===== src/rsvg_pkg.sv =====
// ----------------------------------------------------------------------------
// rsvg_pkg
// shared constants, tables and handshake types of the ring sector vertex generator
// ----------------------------------------------------------------------------
package rsvg_pkg;

	localparam int MAX_DIVISIONS_DEF = 62;
	localparam int CORDIC_STAGES_DEF = 16;
	localparam int CORDIC_GAIN       = 652032874;
	localparam int TURN_64           = 23040;
	// 33423 * 8192, numerator of the outer scale factor in q4.13
	localparam int F_NUM             = 273801216;

	localparam logic [2:0] REG_OUTER_RADIUS = 3'd0;
	localparam logic [2:0] REG_INNER_RADIUS = 3'd1;
	localparam logic [2:0] REG_START_ANGLE  = 3'd2;
	localparam logic [2:0] REG_END_ANGLE    = 3'd3;
	localparam logic [2:0] REG_DIVISIONS    = 3'd4;
	localparam logic [2:0] REG_CLOCKWISE    = 3'd5;

	typedef struct packed {
		logic        start;
		logic [21:0] rem0;
		logic [31:0] low;
		logic [21:0] den;
	} div_req_t;

	typedef struct packed {
		logic        done;
		logic [31:0] quo;
	} div_rsp_t;

	typedef struct packed {
		logic        start;
		logic [31:0] bam;
	} cor_req_t;

	typedef struct packed {
		logic               done;
		logic signed [15:0] cos_v;
		logic signed [15:0] sin_v;
	} cor_rsp_t;

	// atan(2^-i) as a 32-bit binary angle
	function automatic logic [29:0] atan_val(input logic [4:0] idx);
		logic [29:0] v;
		unique case (idx)
			5'd0:    v = 30'd536870912;
			5'd1:    v = 30'd316933406;
			5'd2:    v = 30'd167458907;
			5'd3:    v = 30'd85004756;
			5'd4:    v = 30'd42667331;
			5'd5:    v = 30'd21354465;
			5'd6:    v = 30'd10680862;
			5'd7:    v = 30'd5340245;
			5'd8:    v = 30'd2670163;
			5'd9:    v = 30'd1335087;
			5'd10:   v = 30'd667544;
			5'd11:   v = 30'd333772;
			5'd12:   v = 30'd166886;
			5'd13:   v = 30'd83443;
			5'd14:   v = 30'd41722;
			5'd15:   v = 30'd20861;
			5'd16:   v = 30'd10430;
			5'd17:   v = 30'd5215;
			5'd18:   v = 30'd2608;
			5'd19:   v = 30'd1304;
			5'd20:   v = 30'd652;
			5'd21:   v = 30'd326;
			5'd22:   v = 30'd163;
			5'd23:   v = 30'd81;
			default: v = 30'd0;
		endcase
		return v;
	endfunction

endpackage


===== src/rsvg_if.sv =====
// ----------------------------------------------------------------------------
// rsvg_if
// valid/ready channels of the ring sector vertex generator
// ----------------------------------------------------------------------------
interface rsvg_in_if;
	logic               valid;
	logic               ready;
	logic signed [15:0] progress_angle;

	modport source(output valid, output progress_angle, input ready);
	modport sink(input valid, input progress_angle, output ready);
endinterface

interface rsvg_out_if;
	logic               valid;
	logic               ready;
	logic signed [18:0] outer_x;
	logic signed [18:0] outer_y;
	logic signed [17:0] outer_u;
	logic signed [17:0] outer_v;
	logic signed [18:0] inner_x;
	logic signed [18:0] inner_y;
	logic signed [17:0] inner_u;
	logic signed [17:0] inner_v;
	logic               last_pair;

	modport source(output valid, output outer_x, output outer_y, output outer_u,
		output outer_v, output inner_x, output inner_y, output inner_u,
		output inner_v, output last_pair, input ready);
	modport sink(input valid, input outer_x, input outer_y, input outer_u,
		input outer_v, input inner_x, input inner_y, input inner_u,
		input inner_v, input last_pair, output ready);
endinterface


===== src/ring_sector_vertex_generator.sv =====
// ----------------------------------------------------------------------------
// ring_sector_vertex_generator
// emits the outer/inner vertex pairs of a triangle strip for a ring sector
// ----------------------------------------------------------------------------
// usage
//  - configuration: write cfg_we/cfg_index/cfg_wdata while the block is idle;
//    index 0 outer radius, 1 inner radius, 2 start angle, 3 end angle,
//    4 divisions, 5 clockwise; other indexes are dropped
//  - vin carries one progress angle per item; vin.ready is high only while
//    no request is in work
//  - vout carries one vertex pair per item, n+1 walk pairs and then the
//    pair at the progress angle with last_pair set (n+2 items in all)
//  - setup runs the count divide, the half-step angle divide, the cordic
//    and the scale divide; each pair then uses the serial divider three
//    times and the cordic, which runs one stage per cycle; with an outer
//    radius of zero the two texture divides are skipped
//  - results sit in an output register; a stalled receiver only holds the
//    sequencer before the next pair is loaded, nothing is dropped
//  - the last pair may still wait in the output register while the next
//    request is taken
//  - reset puts the registers at their defaults and the sequencer idle
// ----------------------------------------------------------------------------
module ring_sector_vertex_generator #(
	parameter int MAX_DIVISIONS = rsvg_pkg::MAX_DIVISIONS_DEF,
	parameter int CORDIC_STAGES = rsvg_pkg::CORDIC_STAGES_DEF
) (
	input  logic        clk,
	input  logic        arst_n,
	input  logic        cfg_we,
	input  logic [2:0]  cfg_index,
	input  logic [15:0] cfg_wdata,
	rsvg_in_if.sink     vin,
	rsvg_out_if.source  vout
);

	// sequencer codes
	localparam logic [3:0] ST_IDLE  = 4'd0;
	localparam logic [3:0] ST_NMUL  = 4'd1;
	localparam logic [3:0] ST_NDIV  = 4'd2;
	localparam logic [3:0] ST_HDIV  = 4'd3;
	localparam logic [3:0] ST_HCOR  = 4'd4;
	localparam logic [3:0] ST_FDIV  = 4'd5;
	localparam logic [3:0] ST_RF    = 4'd6;
	localparam logic [3:0] ST_BASE  = 4'd7;
	localparam logic [3:0] ST_NUMLD = 4'd8;
	localparam logic [3:0] ST_PDIV  = 4'd9;
	localparam logic [3:0] ST_PCOR  = 4'd10;
	localparam logic [3:0] ST_MUL   = 4'd11;
	localparam logic [3:0] ST_TDIV  = 4'd12;
	localparam logic [3:0] ST_OUT   = 4'd13;
	localparam logic [3:0] ST_PMUL  = 4'd14;

	// configuration registers
	logic [10:0]        outer_q, inner_q;
	logic signed [15:0] start_q, end_q;
	logic [5:0]         divs_q;
	logic               cw_q;

	always_ff @(posedge clk or negedge arst_n) begin
		if (!arst_n) begin
			outer_q <= 11'd100;
			inner_q <= 11'd50;
			start_q <= 16'sd0;
			end_q   <= 16'sd23040;
			divs_q  <= 6'd8;
			cw_q    <= 1'b0;
		end else if (cfg_we) begin
			unique case (cfg_index)
				rsvg_pkg::REG_OUTER_RADIUS: outer_q <= cfg_wdata[10:0];
				rsvg_pkg::REG_INNER_RADIUS: inner_q <= cfg_wdata[10:0];
				rsvg_pkg::REG_START_ANGLE:  start_q <= cfg_wdata;
				rsvg_pkg::REG_END_ANGLE:    end_q   <= cfg_wdata;
				rsvg_pkg::REG_DIVISIONS:    divs_q  <= cfg_wdata[5:0];
				rsvg_pkg::REG_CLOCKWISE:    cw_q    <= cfg_wdata[0];
				default: ;
			endcase
		end
	end

	logic [3:0] state_q;
	logic       launched_q;

	// request setup, taken from the registers when an item is accepted
	logic [5:0]         divc;
	logic signed [16:0] span_c, pc17, st17, en17, numn_s;
	logic signed [15:0] lo_c, hi_c, p_c;
	logic [20:0]        den_c;

	always_comb begin
		if (divs_q == 6'd0)
			divc = 6'd1;
		else if ({26'b0, divs_q} > 32'(MAX_DIVISIONS))
			divc = 6'(MAX_DIVISIONS);
		else
			divc = divs_q;
		st17   = {start_q[15], start_q};
		en17   = {end_q[15], end_q};
		span_c = en17 - st17;
		lo_c   = (start_q < end_q) ? start_q : end_q;
		hi_c   = (start_q < end_q) ? end_q : start_q;
		if (vin.progress_angle < lo_c)
			p_c = lo_c;
		else if (vin.progress_angle > hi_c)
			p_c = hi_c;
		else
			p_c = vin.progress_angle;
		pc17   = {p_c[15], p_c};
		numn_s = cw_q ? (en17 - pc17) : (pc17 - st17);
		den_c  = 21'({15'b0, divc} * 21'(rsvg_pkg::TURN_64));
	end

	// per-request registers
	logic signed [15:0] p_q, base_q;
	logic signed [16:0] span_q, step_q;
	logic [16:0]        numn_q;
	logic [5:0]         divc_q, n_q, i_q;
	logic [20:0]        den_q;
	logic [31:0]        bam_q;
	logic signed [15:0] hc_q, c_q, s_q;
	logic signed [16:0] f_q;
	logic signed [28:0] rf_q;
	logic signed [21:0] num_q;
	logic               last_q;
	logic [2:0]         k_q;
	logic               t_q;
	logic signed [18:0] oxt_q, oyt_q, ixt_q, iyt_q;
	logic signed [17:0] out_q, ovt_q;
	logic signed [27:0] rc_q, rs_q, tc_q, ts_q;
	logic signed [46:0] mp_q;

	// shared multiplier
	logic signed [29:0] ma;
	logic signed [16:0] mb;
	logic               mul_en;

	always_comb begin
		ma     = '0;
		mb     = '0;
		mul_en = 1'b0;
		unique case (state_q)
			ST_NMUL: begin
				ma = $signed({13'b0, numn_q});
				mb = $signed({11'b0, divc_q});
				mul_en = 1'b1;
			end
			ST_RF: begin
				ma = $signed({19'b0, outer_q});
				mb = f_q;
				mul_en = 1'b1;
			end
			ST_BASE: begin
				ma = 30'(base_q);
				mb = $signed({11'b0, divc_q});
				mul_en = 1'b1;
			end
			ST_PMUL: begin
				ma = 30'(p_q);
				mb = $signed({11'b0, divc_q});
				mul_en = 1'b1;
			end
			ST_MUL: begin
				mul_en = (k_q != 3'd6);
				unique case (k_q)
					3'd0: begin ma = 30'(rf_q); mb = 17'(c_q); end
					3'd1: begin ma = 30'(rf_q); mb = 17'(s_q); end
					3'd2: begin ma = 30'(f_q); mb = 17'(c_q); end
					3'd3: begin ma = 30'(f_q); mb = 17'(s_q); end
					3'd4: begin ma = $signed({19'b0, inner_q}); mb = 17'(c_q); end
					3'd5: begin ma = $signed({19'b0, inner_q}); mb = 17'(s_q); end
					default: ;
				endcase
			end
			default: ;
		endcase
	end

	// rounded product terms
	logic signed [46:0] r24, r14, r11;
	assign r24 = mp_q + 47'sd8388608;
	assign r14 = mp_q + 47'sd8192;
	assign r11 = mp_q + 47'sd1024;

	// divider operands
	rsvg_pkg::div_req_t div_req;
	rsvg_pkg::div_rsp_t div_rsp;
	rsvg_pkg::cor_req_t cor_req;
	rsvg_pkg::cor_rsp_t cor_rsp;

	logic [21:0]        two_den, span_abs, hr, pr;
	logic signed [22:0] pr_sum, pr_wrap, pr_sub;
	logic [16:0]        hc_abs;
	logic signed [16:0] hc_ext;
	logic signed [27:0] t_src;
	logic [27:0]        t_abs;

	always_comb begin
		two_den  = {den_q, 1'b0};
		span_abs = span_q[16] ? 22'(-span_q) : 22'(span_q);
		// half step angle reduced into one turn of 2*den
		if (span_q[16]) begin
			if (span_abs > two_den)
				hr = 22'({two_den, 1'b0} - {1'b0, span_abs});
			else
				hr = two_den - span_abs;
		end else if (span_abs >= two_den)
			hr = span_abs - two_den;
		else
			hr = span_abs;
		// vertex angle reduced into one turn of den, it stays within two turns
		pr_sum  = $signed({2'b0, den_q}) + $signed({num_q[21], num_q});
		pr_wrap = $signed({1'b0, two_den}) + $signed({num_q[21], num_q});
		pr_sub  = $signed({num_q[21], num_q}) - $signed({2'b0, den_q});
		if (num_q[21])
			pr = pr_sum[22] ? pr_wrap[21:0] : pr_sum[21:0];
		else if (num_q[20:0] >= den_q)
			pr = pr_sub[21:0];
		else
			pr = num_q[21:0];
		hc_ext = {hc_q[15], hc_q};
		hc_abs = hc_q[15] ? 17'(-hc_ext) : 17'(hc_ext);
		t_src  = t_q ? rs_q : rc_q;
		t_abs  = t_src[27] ? 28'(-t_src) : 28'(t_src);

		div_req       = '0;
		div_req.start = !launched_q;
		unique case (state_q)
			ST_NDIV: begin
				div_req.low = {10'b0, mp_q[21:0]};
				div_req.den = span_abs;
			end
			ST_HDIV: begin
				div_req.rem0 = hr;
				div_req.low  = {11'b0, den_q};
				div_req.den  = two_den;
			end
			ST_FDIV: begin
				div_req.low = 32'(rsvg_pkg::F_NUM) + {16'b0, hc_abs[16:1]};
				div_req.den = {5'b0, hc_abs};
				div_req.start = !launched_q && (hc_q != 16'sd0);
			end
			ST_PDIV: begin
				div_req.rem0 = pr;
				div_req.low  = {12'b0, den_q[20:1]};
				div_req.den  = {1'b0, den_q};
			end
			ST_TDIV: begin
				div_req.low = {4'b0, t_abs} + {21'b0, outer_q};
				div_req.den = {10'b0, outer_q, 1'b0};
				div_req.start = !launched_q && (outer_q != 11'd0);
			end
			default: div_req.start = 1'b0;
		endcase

		cor_req.start = !launched_q && (state_q == ST_HCOR || state_q == ST_PCOR);
		cor_req.bam   = bam_q;
	end

	rsvg_div u_div (
		.clk    (clk),
		.arst_n (arst_n),
		.req    (div_req),
		.rsp    (div_rsp)
	);

	rsvg_cordic #(
		.CORDIC_STAGES(CORDIC_STAGES)
	) u_cordic (
		.clk    (clk),
		.arst_n (arst_n),
		.req    (cor_req),
		.rsp    (cor_rsp)
	);

	// scale factor from the divider quotient, saturated to magnitude 4
	logic [16:0]        f_mag;
	logic signed [16:0] f_new;
	assign f_mag = (div_rsp.quo > 32'd32768) ? 17'd32768 : div_rsp.quo[16:0];
	assign f_new = hc_q[15] ? -$signed(f_mag) : $signed(f_mag);

	// signed texture quotient
	logic signed [27:0] t_new;
	assign t_new = t_src[27] ? -$signed(div_rsp.quo[27:0]) : $signed(div_rsp.quo[27:0]);

	// output assembly
	logic               out_valid_q;
	logic               load_out;
	logic signed [18:0] ctr;
	logic signed [28:0] iu_sum, iv_sum;

	assign ctr    = $signed({4'b0, outer_q, 4'b0});
	assign iu_sum = 29'sd16384 + 29'(tc_q);
	assign iv_sum = 29'sd16384 - 29'(ts_q);
	assign load_out = (state_q == ST_OUT) && (!out_valid_q || vout.ready);

	function automatic logic signed [17:0] tex_sat(input logic signed [28:0] v);
		if (v > 29'sd131071) return 18'sd131071;
		if (v < -29'sd65536) return -18'sd65536;
		return v[17:0];
	endfunction

	always_ff @(posedge clk or negedge arst_n) begin
		if (!arst_n) begin
			out_valid_q <= 1'b0;
		end else if (load_out) begin
			out_valid_q <= 1'b1;
		end else if (vout.ready) begin
			out_valid_q <= 1'b0;
		end
	end

	always_ff @(posedge clk) begin
		if (load_out) begin
			vout.outer_x   <= ctr + oxt_q;
			vout.outer_y   <= ctr - oyt_q;
			vout.outer_u   <= 18'sd16384 + out_q;
			vout.outer_v   <= 18'sd16384 - ovt_q;
			vout.inner_x   <= ctr + ixt_q;
			vout.inner_y   <= ctr - iyt_q;
			vout.inner_u   <= tex_sat(iu_sum);
			vout.inner_v   <= tex_sat(iv_sum);
			vout.last_pair <= last_q;
		end
	end

	assign vout.valid = out_valid_q;
	assign vin.ready  = (state_q == ST_IDLE);

	// sequencer
	always_ff @(posedge clk or negedge arst_n) begin
		if (!arst_n) begin
			state_q    <= ST_IDLE;
			launched_q <= 1'b0;
		end else begin
			unique case (state_q)
				ST_IDLE: if (vin.valid) state_q <= ST_NMUL;
				ST_NMUL: state_q <= (span_q == 17'sd0) ? ST_HDIV : ST_NDIV;
				ST_NDIV, ST_HDIV, ST_PDIV: begin
					if (!launched_q)
						launched_q <= 1'b1;
					else if (div_rsp.done) begin
						launched_q <= 1'b0;
						state_q    <= (state_q == ST_NDIV) ? ST_HDIV :
							(state_q == ST_HDIV) ? ST_HCOR : ST_PCOR;
					end
				end
				ST_HCOR, ST_PCOR: begin
					if (!launched_q)
						launched_q <= 1'b1;
					else if (cor_rsp.done) begin
						launched_q <= 1'b0;
						state_q    <= (state_q == ST_HCOR) ? ST_FDIV : ST_MUL;
					end
				end
				ST_FDIV: begin
					if (hc_q == 16'sd0)
						state_q <= ST_RF;
					else if (!launched_q)
						launched_q <= 1'b1;
					else if (div_rsp.done) begin
						launched_q <= 1'b0;
						state_q    <= ST_RF;
					end
				end
				ST_RF:    state_q <= ST_BASE;
				ST_BASE:  state_q <= ST_NUMLD;
				ST_PMUL:  state_q <= ST_NUMLD;
				ST_NUMLD: state_q <= ST_PDIV;
				ST_MUL:   if (k_q == 3'd6) state_q <= ST_TDIV;
				ST_TDIV: begin
					if (outer_q == 11'd0)
						state_q <= ST_OUT;
					else if (!launched_q)
						launched_q <= 1'b1;
					else if (div_rsp.done) begin
						launched_q <= 1'b0;
						if (t_q) state_q <= ST_OUT;
					end
				end
				ST_OUT: begin
					if (load_out) begin
						if (last_q)
							state_q <= ST_IDLE;
						else if (i_q == n_q)
							state_q <= ST_PMUL;
						else
							state_q <= ST_PDIV;
					end
				end
				default: state_q <= ST_IDLE;
			endcase
		end
	end

	// datapath registers
	always_ff @(posedge clk) begin
		if (mul_en)
			mp_q <= ma * mb;
		unique case (state_q)
			ST_IDLE: begin
				p_q    <= p_c;
				base_q <= cw_q ? end_q : start_q;
				span_q <= span_c;
				step_q <= cw_q ? -span_c : span_c;
				numn_q <= numn_s[16] ? 17'(-numn_s) : 17'(numn_s);
				divc_q <= divc;
				den_q  <= den_c;
				n_q    <= '0;
			end
			ST_NDIV: begin
				if (launched_q && div_rsp.done)
					n_q <= (div_rsp.quo > {26'b0, divc_q}) ? divc_q : div_rsp.quo[5:0];
			end
			ST_HDIV, ST_PDIV: begin
				if (launched_q && div_rsp.done)
					bam_q <= div_rsp.quo;
			end
			ST_HCOR: begin
				if (launched_q && cor_rsp.done)
					hc_q <= cor_rsp.cos_v;
			end
			ST_PCOR: begin
				if (launched_q && cor_rsp.done) begin
					c_q <= cor_rsp.cos_v;
					s_q <= cor_rsp.sin_v;
					k_q <= '0;
				end
			end
			ST_FDIV: begin
				if (hc_q == 16'sd0)
					f_q <= 17'sd32768;
				else if (launched_q && div_rsp.done)
					f_q <= f_new;
			end
			ST_BASE: begin
				rf_q   <= mp_q[28:0];
				i_q    <= '0;
				last_q <= 1'b0;
			end
			ST_PMUL:  last_q <= 1'b1;
			ST_NUMLD: num_q  <= mp_q[21:0];
			ST_MUL: begin
				k_q <= k_q + 3'd1;
				t_q <= 1'b0;
				unique case (k_q)
					3'd1: oxt_q <= r24[42:24];
					3'd2: oyt_q <= r24[42:24];
					3'd3: out_q <= r14[31:14];
					3'd4: ovt_q <= r14[31:14];
					3'd5: begin ixt_q <= r11[29:11]; rc_q <= mp_q[27:0]; end
					3'd6: begin iyt_q <= r11[29:11]; rs_q <= mp_q[27:0]; end
					default: ;
				endcase
			end
			ST_TDIV: begin
				if (outer_q == 11'd0) begin
					tc_q <= '0;
					ts_q <= '0;
				end else if (launched_q && div_rsp.done) begin
					if (t_q) ts_q <= t_new;
					else     tc_q <= t_new;
					t_q <= 1'b1;
				end
			end
			ST_OUT: begin
				if (load_out && !last_q && i_q != n_q) begin
					i_q   <= i_q + 6'd1;
					num_q <= num_q + 22'(step_q);
				end
			end
			default: ;
		endcase
	end

endmodule


===== src/rsvg_div.sv =====
// ----------------------------------------------------------------------------
// rsvg_div
// restoring divider, one quotient bit per cycle, 32 quotient bits
// ----------------------------------------------------------------------------
module rsvg_div (
	input  logic                clk,
	input  logic                arst_n,
	input  rsvg_pkg::div_req_t  req,
	output rsvg_pkg::div_rsp_t  rsp
);

	logic [21:0] rem_q;
	logic [31:0] low_q;
	logic [21:0] den_q;
	logic [31:0] quo_q;
	logic [4:0]  cnt_q;
	logic        busy_q;
	logic        done_q;
	logic [22:0] trial;
	logic        qbit;

	// rem stays below den, so the trial fits one extra bit
	assign trial = {rem_q, low_q[31]};
	assign qbit  = (trial >= {1'b0, den_q});

	always_ff @(posedge clk or negedge arst_n) begin
		if (!arst_n) begin
			busy_q <= 1'b0;
			done_q <= 1'b0;
			cnt_q  <= '0;
		end else begin
			done_q <= 1'b0;
			if (req.start) begin
				busy_q <= 1'b1;
				cnt_q  <= '0;
			end else if (busy_q) begin
				cnt_q <= cnt_q + 5'd1;
				if (cnt_q == 5'd31) begin
					busy_q <= 1'b0;
					done_q <= 1'b1;
				end
			end
		end
	end

	always_ff @(posedge clk) begin
		if (req.start) begin
			rem_q <= req.rem0;
			low_q <= req.low;
			den_q <= req.den;
		end else if (busy_q) begin
			rem_q <= qbit ? 22'(trial - {1'b0, den_q}) : trial[21:0];
			low_q <= {low_q[30:0], 1'b0};
			quo_q <= {quo_q[30:0], qbit};
		end
	end

	assign rsp.done = done_q;
	assign rsp.quo  = quo_q;

endmodule


===== src/rsvg_cordic.sv =====
// ----------------------------------------------------------------------------
// rsvg_cordic
// iterative rotation cordic, one stage per cycle, q1.15 cosine and sine out
// ----------------------------------------------------------------------------
module rsvg_cordic #(
	parameter int CORDIC_STAGES = rsvg_pkg::CORDIC_STAGES_DEF
) (
	input  logic                clk,
	input  logic                arst_n,
	input  rsvg_pkg::cor_req_t  req,
	output rsvg_pkg::cor_rsp_t  rsp
);

	localparam int CW = (CORDIC_STAGES > 1) ? $clog2(CORDIC_STAGES) : 1;

	logic signed [33:0] x_q, y_q, z_q;
	logic               flip_q;
	logic [CW-1:0]      cnt_q;
	logic               run_q, fin_q, done_q;
	logic signed [15:0] cos_q, sin_q;

	logic signed [33:0] z0, zf, dx, dy, at, xr, yr, xo, yo;
	logic               f0;

	// fold the angle into the right half plane
	always_comb begin
		z0 = $signed({{2{req.bam[31]}}, req.bam});
		f0 = 1'b0;
		zf = z0;
		if (z0 > 34'sd1073741824) begin
			zf = z0 - 34'sd2147483648;
			f0 = 1'b1;
		end else if (z0 < -34'sd1073741824) begin
			zf = z0 + 34'sd2147483648;
			f0 = 1'b1;
		end
	end

	assign dx = y_q >>> cnt_q;
	assign dy = x_q >>> cnt_q;
	assign at = $signed({4'b0, rsvg_pkg::atan_val(5'(cnt_q))});

	function automatic logic signed [15:0] rnd_sat(input logic signed [33:0] v);
		logic signed [33:0] t;
		t = (v + 34'sd16384) >>> 15;
		if (t > 34'sd32767) return 16'sd32767;
		if (t < -34'sd32768) return -16'sd32768;
		return t[15:0];
	endfunction

	assign xo = flip_q ? -x_q : x_q;
	assign yo = flip_q ? -y_q : y_q;
	assign xr = xo;
	assign yr = yo;

	always_ff @(posedge clk or negedge arst_n) begin
		if (!arst_n) begin
			run_q  <= 1'b0;
			fin_q  <= 1'b0;
			done_q <= 1'b0;
			cnt_q  <= '0;
		end else begin
			done_q <= 1'b0;
			if (req.start) begin
				run_q <= 1'b1;
				cnt_q <= '0;
			end else if (run_q) begin
				cnt_q <= cnt_q + CW'(1);
				if (cnt_q == CW'(CORDIC_STAGES - 1)) begin
					run_q <= 1'b0;
					fin_q <= 1'b1;
				end
			end else if (fin_q) begin
				fin_q  <= 1'b0;
				done_q <= 1'b1;
			end
		end
	end

	always_ff @(posedge clk) begin
		if (req.start) begin
			x_q    <= 34'sd652032874;
			y_q    <= '0;
			z_q    <= zf;
			flip_q <= f0;
		end else if (run_q) begin
			if (!z_q[33]) begin
				x_q <= x_q - dx;
				y_q <= y_q + dy;
				z_q <= z_q - at;
			end else begin
				x_q <= x_q + dx;
				y_q <= y_q - dy;
				z_q <= z_q + at;
			end
		end else if (fin_q) begin
			cos_q <= rnd_sat(xr);
			sin_q <= rnd_sat(yr);
		end
	end

	assign rsp.done  = done_q;
	assign rsp.cos_v = cos_q;
	assign rsp.sin_v = sin_q;

endmodule


===== src/flat_wrapper.sv =====
// flat-port wrapper written by rule: the top's interface ports become plain ports
module ring_sector_vertex_generator_flat 
#(
	parameter int MAX_DIVISIONS = rsvg_pkg::MAX_DIVISIONS_DEF,
	parameter int CORDIC_STAGES = rsvg_pkg::CORDIC_STAGES_DEF
)
  (clk, arst_n, cfg_we, cfg_index, cfg_wdata, vin_valid, vin_progress_angle, vin_ready, vout_valid, vout_outer_x, vout_outer_y, vout_outer_u, vout_outer_v, vout_inner_x, vout_inner_y, vout_inner_u, vout_inner_v, vout_last_pair, vout_ready);
  rsvg_in_if vin_i ();
  rsvg_out_if vout_i ();
  input  logic clk;
  input  logic arst_n;
  input  logic cfg_we;
  input  logic [2:0] cfg_index;
  input  logic [15:0] cfg_wdata;
  input wire logic [$bits(vin_i.valid)-1:0] vin_valid;
  input wire logic [$bits(vin_i.progress_angle)-1:0] vin_progress_angle;
  output wire logic [$bits(vin_i.ready)-1:0] vin_ready;
  output wire logic [$bits(vout_i.valid)-1:0] vout_valid;
  output wire logic [$bits(vout_i.outer_x)-1:0] vout_outer_x;
  output wire logic [$bits(vout_i.outer_y)-1:0] vout_outer_y;
  output wire logic [$bits(vout_i.outer_u)-1:0] vout_outer_u;
  output wire logic [$bits(vout_i.outer_v)-1:0] vout_outer_v;
  output wire logic [$bits(vout_i.inner_x)-1:0] vout_inner_x;
  output wire logic [$bits(vout_i.inner_y)-1:0] vout_inner_y;
  output wire logic [$bits(vout_i.inner_u)-1:0] vout_inner_u;
  output wire logic [$bits(vout_i.inner_v)-1:0] vout_inner_v;
  output wire logic [$bits(vout_i.last_pair)-1:0] vout_last_pair;
  input wire logic [$bits(vout_i.ready)-1:0] vout_ready;
  assign vin_i.valid = vin_valid;
  assign vin_i.progress_angle = vin_progress_angle;
  assign vin_ready = vin_i.ready;
  assign vout_valid = vout_i.valid;
  assign vout_outer_x = vout_i.outer_x;
  assign vout_outer_y = vout_i.outer_y;
  assign vout_outer_u = vout_i.outer_u;
  assign vout_outer_v = vout_i.outer_v;
  assign vout_inner_x = vout_i.inner_x;
  assign vout_inner_y = vout_i.inner_y;
  assign vout_inner_u = vout_i.inner_u;
  assign vout_inner_v = vout_i.inner_v;
  assign vout_last_pair = vout_i.last_pair;
  assign vout_i.ready = vout_ready;
  ring_sector_vertex_generator #(.MAX_DIVISIONS(MAX_DIVISIONS), .CORDIC_STAGES(CORDIC_STAGES)) u_core (.clk(clk), .arst_n(arst_n), .cfg_we(cfg_we), .cfg_index(cfg_index), .cfg_wdata(cfg_wdata), .vin(vin_i), .vout(vout_i));
endmodule

===== config.mk =====
export PLATFORM = sky130hd
export DESIGN_NAME = ring_sector_vertex_generator_flat
export DESIGN_NICKNAME = d
export VERILOG_FILES = /design/src/rsvg_pkg.sv /design/src/rsvg_if.sv /design/src/ring_sector_vertex_generator.sv /design/src/rsvg_div.sv /design/src/rsvg_cordic.sv /design/src/flat_wrapper.sv
export SDC_FILE = /design/constraint.sdc
export NUM_CORES = 2
export LEC_CHECK = 0
export BUFFER_PORTS_ARGS = -buffer_cell sky130_fd_sc_hd__buf_2
export CAP_MARGIN = 20
export CELL_PAD_IN_SITES_DETAIL_PLACEMENT = 2
export CELL_PAD_IN_SITES_GLOBAL_PLACEMENT = 2
export CORE_MARGIN = 2
export CORE_UTILIZATION = 42
export DETAILED_ROUTE_END_ITERATION = 12
export GPL_ROUTABILITY_DRIVEN = 1
export HOLD_SLACK_MARGIN = 0.06
export PLACE_DENSITY_LB_ADDON = 0.2
export SKIP_CTS_REPAIR_TIMING = 1
export SLEW_MARGIN = 5
export SYNTH_ARGS = -nofsm -noshare
export SYNTH_HDL_FRONTEND = slang
export SYNTH_SLANG_ARGS = --single-unit

===== constraint.sdc =====
create_clock -name clk -period 12.3 [get_ports clk]
set_input_delay 0.615 -clock clk [delete_from_list [all_inputs] [get_ports clk]]
set_output_delay 0.615 -clock clk [all_outputs]
set_load 0.05 [all_outputs]

Yosys cells after proc, flatten, opt, wreduce, memory -nomap -nowiden
Memories as Yosys holds them, arrays and structs flattened.
Index checks and enable logic that the tools add are counted.
Widths: inputs -> output; s select.

cells by class
  $add $sub $neg = 47
  multiply operators = 2
  magnitude comparators = 20
  eq/ne operators = 50
  shift operators = 2
  multiplexer cells = 156
  bitwise logic cells = 3
  reduce and logical (&&, ||, !) cells = 74

operators with widths
  kind                    number
  $mux 34                 9
  $pmux 52 s5             1
  $mux 22                 11
  $mux 16                 14
  $mux 28                 7
  $pmux 30 s5             1
  $mux 18                 8
  $sub 22x22->22          5
  $mux 17                 6
  $pmux 30 s3             1
  $pmux 22 s2             2
  $mux 4                  20
  $add 34x16->34 const B  2
  $add 34x34->34          2
  $neg 34->34             2
  $sshr 34x4->34          2
  $sub 34x34->34          2
  $mux 32                 2
  $gt 29x18->1 const B    2
  $lt 29x17->1 const B    2
  $neg 28->28             2
  $mux 1                  54
  $neg 17->17             3
  $pmux 17 s3             1
  85 further kinds        193

word-level totals
  register bits after elaboration = 1,006
  bits in read-only memories = 480
  input bits = 40
  output and inout port bits = 151
  memories = 1

memory list
  name              depth  bits a word  rd ports  clocked after memory_dff  write ports  line            source
  (name not given)  16     30           1         0                         0            rsvg_pkg.sv:47  unique case (idx)

Logic depth before layout (Yosys ltp)
  depth after elaboration = 14
  mapped depth = 43

By module
From an unflattened synthesis, not the netlist that was laid out.

second synthesis, totals
  cell total of the unflattened synthesis = 8,681
  area total of the unflattened synthesis = 84,274.6 µm²

by module, submodules not included
  module                        times used  cells an instance  area each (µm²)  sequential area each (µm²)
  ring_sector_vertex_generator  1           5,934              59,676.0         22,079.9
  rsvg_cordic                   1           2,273              18,669.2         3,548.4
  rsvg_div                      1           474                5,929.4          3,418.3

Worst setup path before layout
OpenSTA, ideal clock, no wires.

  path type = register to register
  start point = register u_core.k_q[2]
  end point = register u_core.mp_q[42] (data pin)
  setup time = 0.260 ns
  arrival = 9.327 ns
  data required time = 12.040 ns
  path slack = 2.713 ns
  stages on the path, launching flop included = 35
  clock period less this slack = 9.587 ns
  cell sequence = edfxtp_1 clkbuf_1 inv_1 ha_1 nand2b_1 clkbuf_1 o21ai_0 clkbuf_1 clkbuf_1 nor2_1 a2111oi_0 nor2_1 fa_1 inv_1 fa_1 fa_1 inv_1 fa_1 fa_1 inv_1 fa_1 inv_1 ha_1 a21o_1 a21o_1 nor3_1 nand2_1 o21ai_0 o311a_1 nor3_1 a2111oi_0 o31ai_1 a21o_1 a21oi_1 xnor2_1

on the way
  word-level cells in the longest chain between the ends = 5
  elaborated cells on any way between the ends = 16
  those cells by class = mul: 1; eq/ne: 5; mux: 4; reduce/logical: 6

RTL lines
  what                                                                        line                                 source
  start: declaration                                                          ring_sector_vertex_generator.sv:124  logic [2:0] k_q;
  start signal: assignment                                                    ring_sector_vertex_generator.sv:442  k_q <= k_q + 3'd1;
  $eq 3x3->1, or another cell as far along                                    ring_sector_vertex_generator.sv:163  unique case (k_q)
  $reduce_or 2->1 (no source line) / $reduce_or 3->1 (equally long branches)  --
  $pmux 30 s3 / $pmux 17 s2 (equally long branches)                           ring_sector_vertex_generator.sv:163
  $pmux 30 s5 / $pmux 17 s3 (equally long branches)                           ring_sector_vertex_generator.sv:140  unique case (state_q)
  $mul 30x17->43 (*)                                                          ring_sector_vertex_generator.sv:397  mp_q <= ma * mb;
  end signal: assignment                                                      ring_sector_vertex_generator.sv:397
  end: declaration                                                            ring_sector_vertex_generator.sv:129  logic signed [46:0] mp_q;

Every way passes the cells marked *; elsewhere a longest branch is shown, timed or not.
A chain may end at the register's enable or synchronous reset.

Worst setup path after layout
Ends and elaborated chain as after synthesis.

==> results by group <==
Timing
  • Crit path time final: approximately 11 ns
  • Endpoints failing hold: 0
  • Tcrit/Tclk final: roughly nine tenths
  • Final setup violating endpoints: 0
  • RSZ-0062 raised after global routing: no
  • Slew Limit Headroom: around 18%
  • Slew Limit Fails: 0
  • Fin Setup TNS: 0 ns
  • Max Freq: between 90 and 100 MHz
  • Worst Max-Slew Pin Slew: 1.24 ns
  • Skew final: ~0.048 ns

Clock network
  • Cts bufs inserted: approximately 120
  • Root buffer cell: clkbuf_16
  • Later-pin clock latency in the skew report: 0.83 ns
  • Max clock buf depth: 3
  • Clock sinks: 1003
  • CTS tree: yes
  • H-tree depth: 3
  • Clock transition at path regs: ~0.07 ns

GRT
  • Initial antenna violation count: 6
  • GRT Util Overall: approximately 30%
  • Largest net degree at the start of global routing: 91
  • First-pass GRT wire length: between 400 and 500 mm
  • Global route overflow: 0
  • Vias in the first global route: 73.4k

Power and ir drop
  • Clock Power Share: between 10% and 20%
  • Switching share of total power: ~50%
  • Pint: 14.8 mW
  • Net switching power: 14.6 mW
  • Peak supply drop: approximately 0.34 mV
  • Pwr Density: between 300 and 400 nW/um^2
  • Total power: about 29 mW
  • Static leakage: roughly 37 nW
  • Combinational power share: between 60% and 70%
  • Flop pwr share: 22.3%

Critical path
  • CP arrival: approximately 11 ns
  • Worst-path fanout max: 18
  • Startpoint Class: flip-flop
  • Crit path largest cell delay: roughly 0.84 ns
  • RR Startpoint: u_core.k_q[2]
  • Critical Path End: u_core.mp_q[42]
  • R2R Setup Slk: about 1.4 ns
  • Crit-path slowest cell: a2111oi_0
  • Top Family by Delay on Critical Path: adder cells
  • Req. time, crit path: roughly 13 ns
  • WS Path Type: flip-flop to flip-flop
  • R2R depth: 29
  • CP most frequent cell: fa_1
  • FF-to-FF End: u_core.mp_q[42]
  • Crit end category: flip-flop
  • Buf/Inv on CP: 4
  • CP Depth: 29
  • CP startpoint: u_core.k_q[2]

Route
  • WL/cell: around 27 um
  • DRC viols: 0
  • Total wire length: 305 mm
  • Antenna Nets Post-Route: 0
  • Drt pass-1 iters: 5
  • DR vias/cell: between 5 and 6
  • Vias: between 60k and 70k
  • DR iter-0 viols: 4263

Cells and area
  • Multi-input combinational cell area: just under 50000 um^2
  • Fin nets: approximately 9.5k
  • Layout cells sized above 1: a little under a tenth
  • Util after Layout: 46.4%
  • Area Overhead vs Synth: 9.98%
  • Number of fill cells: roughly 20k
  • Register area: 29100 um^2

Place
  • HPWL reported at the end of detailed placement: about 230 mm
  • Port bufs: 190
  • Final GP Congestion: around 0.94

Floorplanning
  • Die Area: just under 200000 um^2
  • Core area: 194000 um^2
  • Die X: roughly 450 um
  • Io pins: between 150 and 200
  • Initial Util: a little over two fifths
  • Rows: around 160
  • Die H: around 450 um

Yosys
  • Cells after Synth: 8464
  • Yosys warnings: 0
  • Synth area leaders: edfxtp_1 (31%), fa_1 (12%), ha_1 (7.7%), xnor2_1 (4.7%), nor2_1 (4.1%)
  • Register area share after synthesis: 35.5%
  • Cell Area, Synth: 81900 um^2
  • Most common flop cell mapped by yosys: edfxtp_1
  • Cell accounting for the most synthesized area: edfxtp_1
  • EDFF count, synth: roughly 850
  • Synth top area share: 31.3%
  • Yosys cell types: approximately 110
  • Count leader, synth: nor2_1
  • Yosys reg bits: between 1k and 1.5k
  • Synth cell count leaders: nor2_1 (894), nand2_1 (856), edfxtp_1 (854), inv_1 (819), ha_1 (501)
  • Mean Syn Cell Area: approximately 9.7 um^2
  • Post-synthesis async set-or-reset flop share: under 10%

Status
  • Outcome: complete, no violations

Flow run
  • Max_cap viols: 0

Hold path
  • Critical hold path startpoint: cfg_wdata[14]
  • Worst hold-check path type: primary input to flip-flop
[stage by stage]
| stage | std cells | setup slack (ns) | hold WS [ns] | instance area, um^2 |
|---|---|---|---|---|
| 6_report | 11200 | 1.41 | 0.0523 | 90100 |
| 5_1_grt | 11200 | 0.926 | 0.0638 | 90100 |
| 4_1_cts | 11200 | 0.897 | -0.168 | 89900 |
| 3_5_place_dp | 10900 | 0.966 | 0.406 | 85700 |
| 3_3_place_gp | 10900 | 1.63 | 0.405 | 85700 |
| 2_1_floorplan | 8472 | 2.71 | 0.319 | 82000 |
[cell type report]
| type | count | area share, % |
|---|---|---|
| multi-input combinational | 6256 | 53.9 |
| timing repair buffer | 319 | 2.27 |
| clock inverter | 79 | 1.04 |
| sequential | 1003 | 32.3 |
| antenna | 3 | 0.00833 |
| inverter | 824 | 3.43 |
| tap | 2542 | 3.53 |
| clock buffer | 144 | 3.52 |
[cell usage in the layout, fill, tap and decap left out, types with 55 or more instances in the layout]
master and count:
nor2b_1 75, a22oi_1 77, o21bai_1 60, fa_1 474
edfxtp_1 854, mux2i_1 144, ha_1 501, nor3_1 127
buf_4 113, xor2_1 234, mux2_2 86, and2_1 55
inv_1 817, dfrtp_1 64, a21oi_1 467, o31ai_1 56
nand2b_1 83, xnor2_1 441, clkbuf_16 121, mux4_2 75
nand2_1 854, a21o_1 125, a31oi_1 68, o21ai_0 442
nor2_1 886, buf_2 190, and3_1 59, nand3_1 130
dfxtp_1 68
[worst min path at each step]
stage,to,slack [ns],cells after the start
4_1_cts,u_core.start_q[6],-0.17,1
2_1_floorplan,u_core.cw_q,0.32,0
6_report,u_core.start_q[14],0.05,3
3_5_place_dp,u_core.vout.outer_u[7],0.41,0
3_3_place_gp,u_core.s_q[15],0.40,0
5_1_grt,u_core.end_q[14],0.06,2
[worst register-to-register path: cells and delay by family, from the launching register on]
family / cells / cell delay [ns]
fa+ha+maj: 7 / 3.55
buf+inv: 4 / 1.14
xor+xnor: 1 / 0.08
compound gates: 10 / 3.31
flops: 1 / 0.70
simple gates: 7 / 1.86
[layer usage]
layer	up-vias	GRT usage, %	part of all wire [%]
met3	493	3.68	4.3
met1	34600	37.8	41
li1	29500	-	-
met5	-	0	0.0043
met4	2	11.2	4.0
met2	1568	53.7	50
[logic make-up after synthesis]
family          count (synthesis)  synth area share, %
other cells                     2              0.00917
flops                        1003                 35.5
compound gates               1721                 13.3
xor+xnor                      675                 7.22
simple gates                 2567                 14.1
fa+ha+maj                     977                 19.3
buf+inv                      1213                 5.64
mux                           306                 5.02
[sequential cells by signal, summed over array words and instances (netlist names), 22 cells and up]
name	flops
u_core.u_div.quo_q	32
u_core.rc_q	28
u_core.u_cordic.y_q	34
u_core.u_cordic.z_q	34
u_core.rs_q	28
u_core.bam_q	32
u_core.u_div.den_q	22
u_core.u_div.low_q	32
u_core.num_q	22
u_core.u_div.rem_q	22
u_core.u_cordic.x_q	34
u_core.mp_q	43
u_core.tc_q	28
u_core.rf_q	29
u_core.ts_q	28
[power by group through the flow]
stage	logic (mW)	registers, mW	clock network [mW]
global route	21.1	6.65	3.96
finish	19.1	6.57	3.79
CTS	19.1	6.56	3.85
global placement	17.7	6.53	0
floorplan	13.8	5.99	0
detailed placement	18.8	6.60	0
Power figures use the tool's default switching activity.
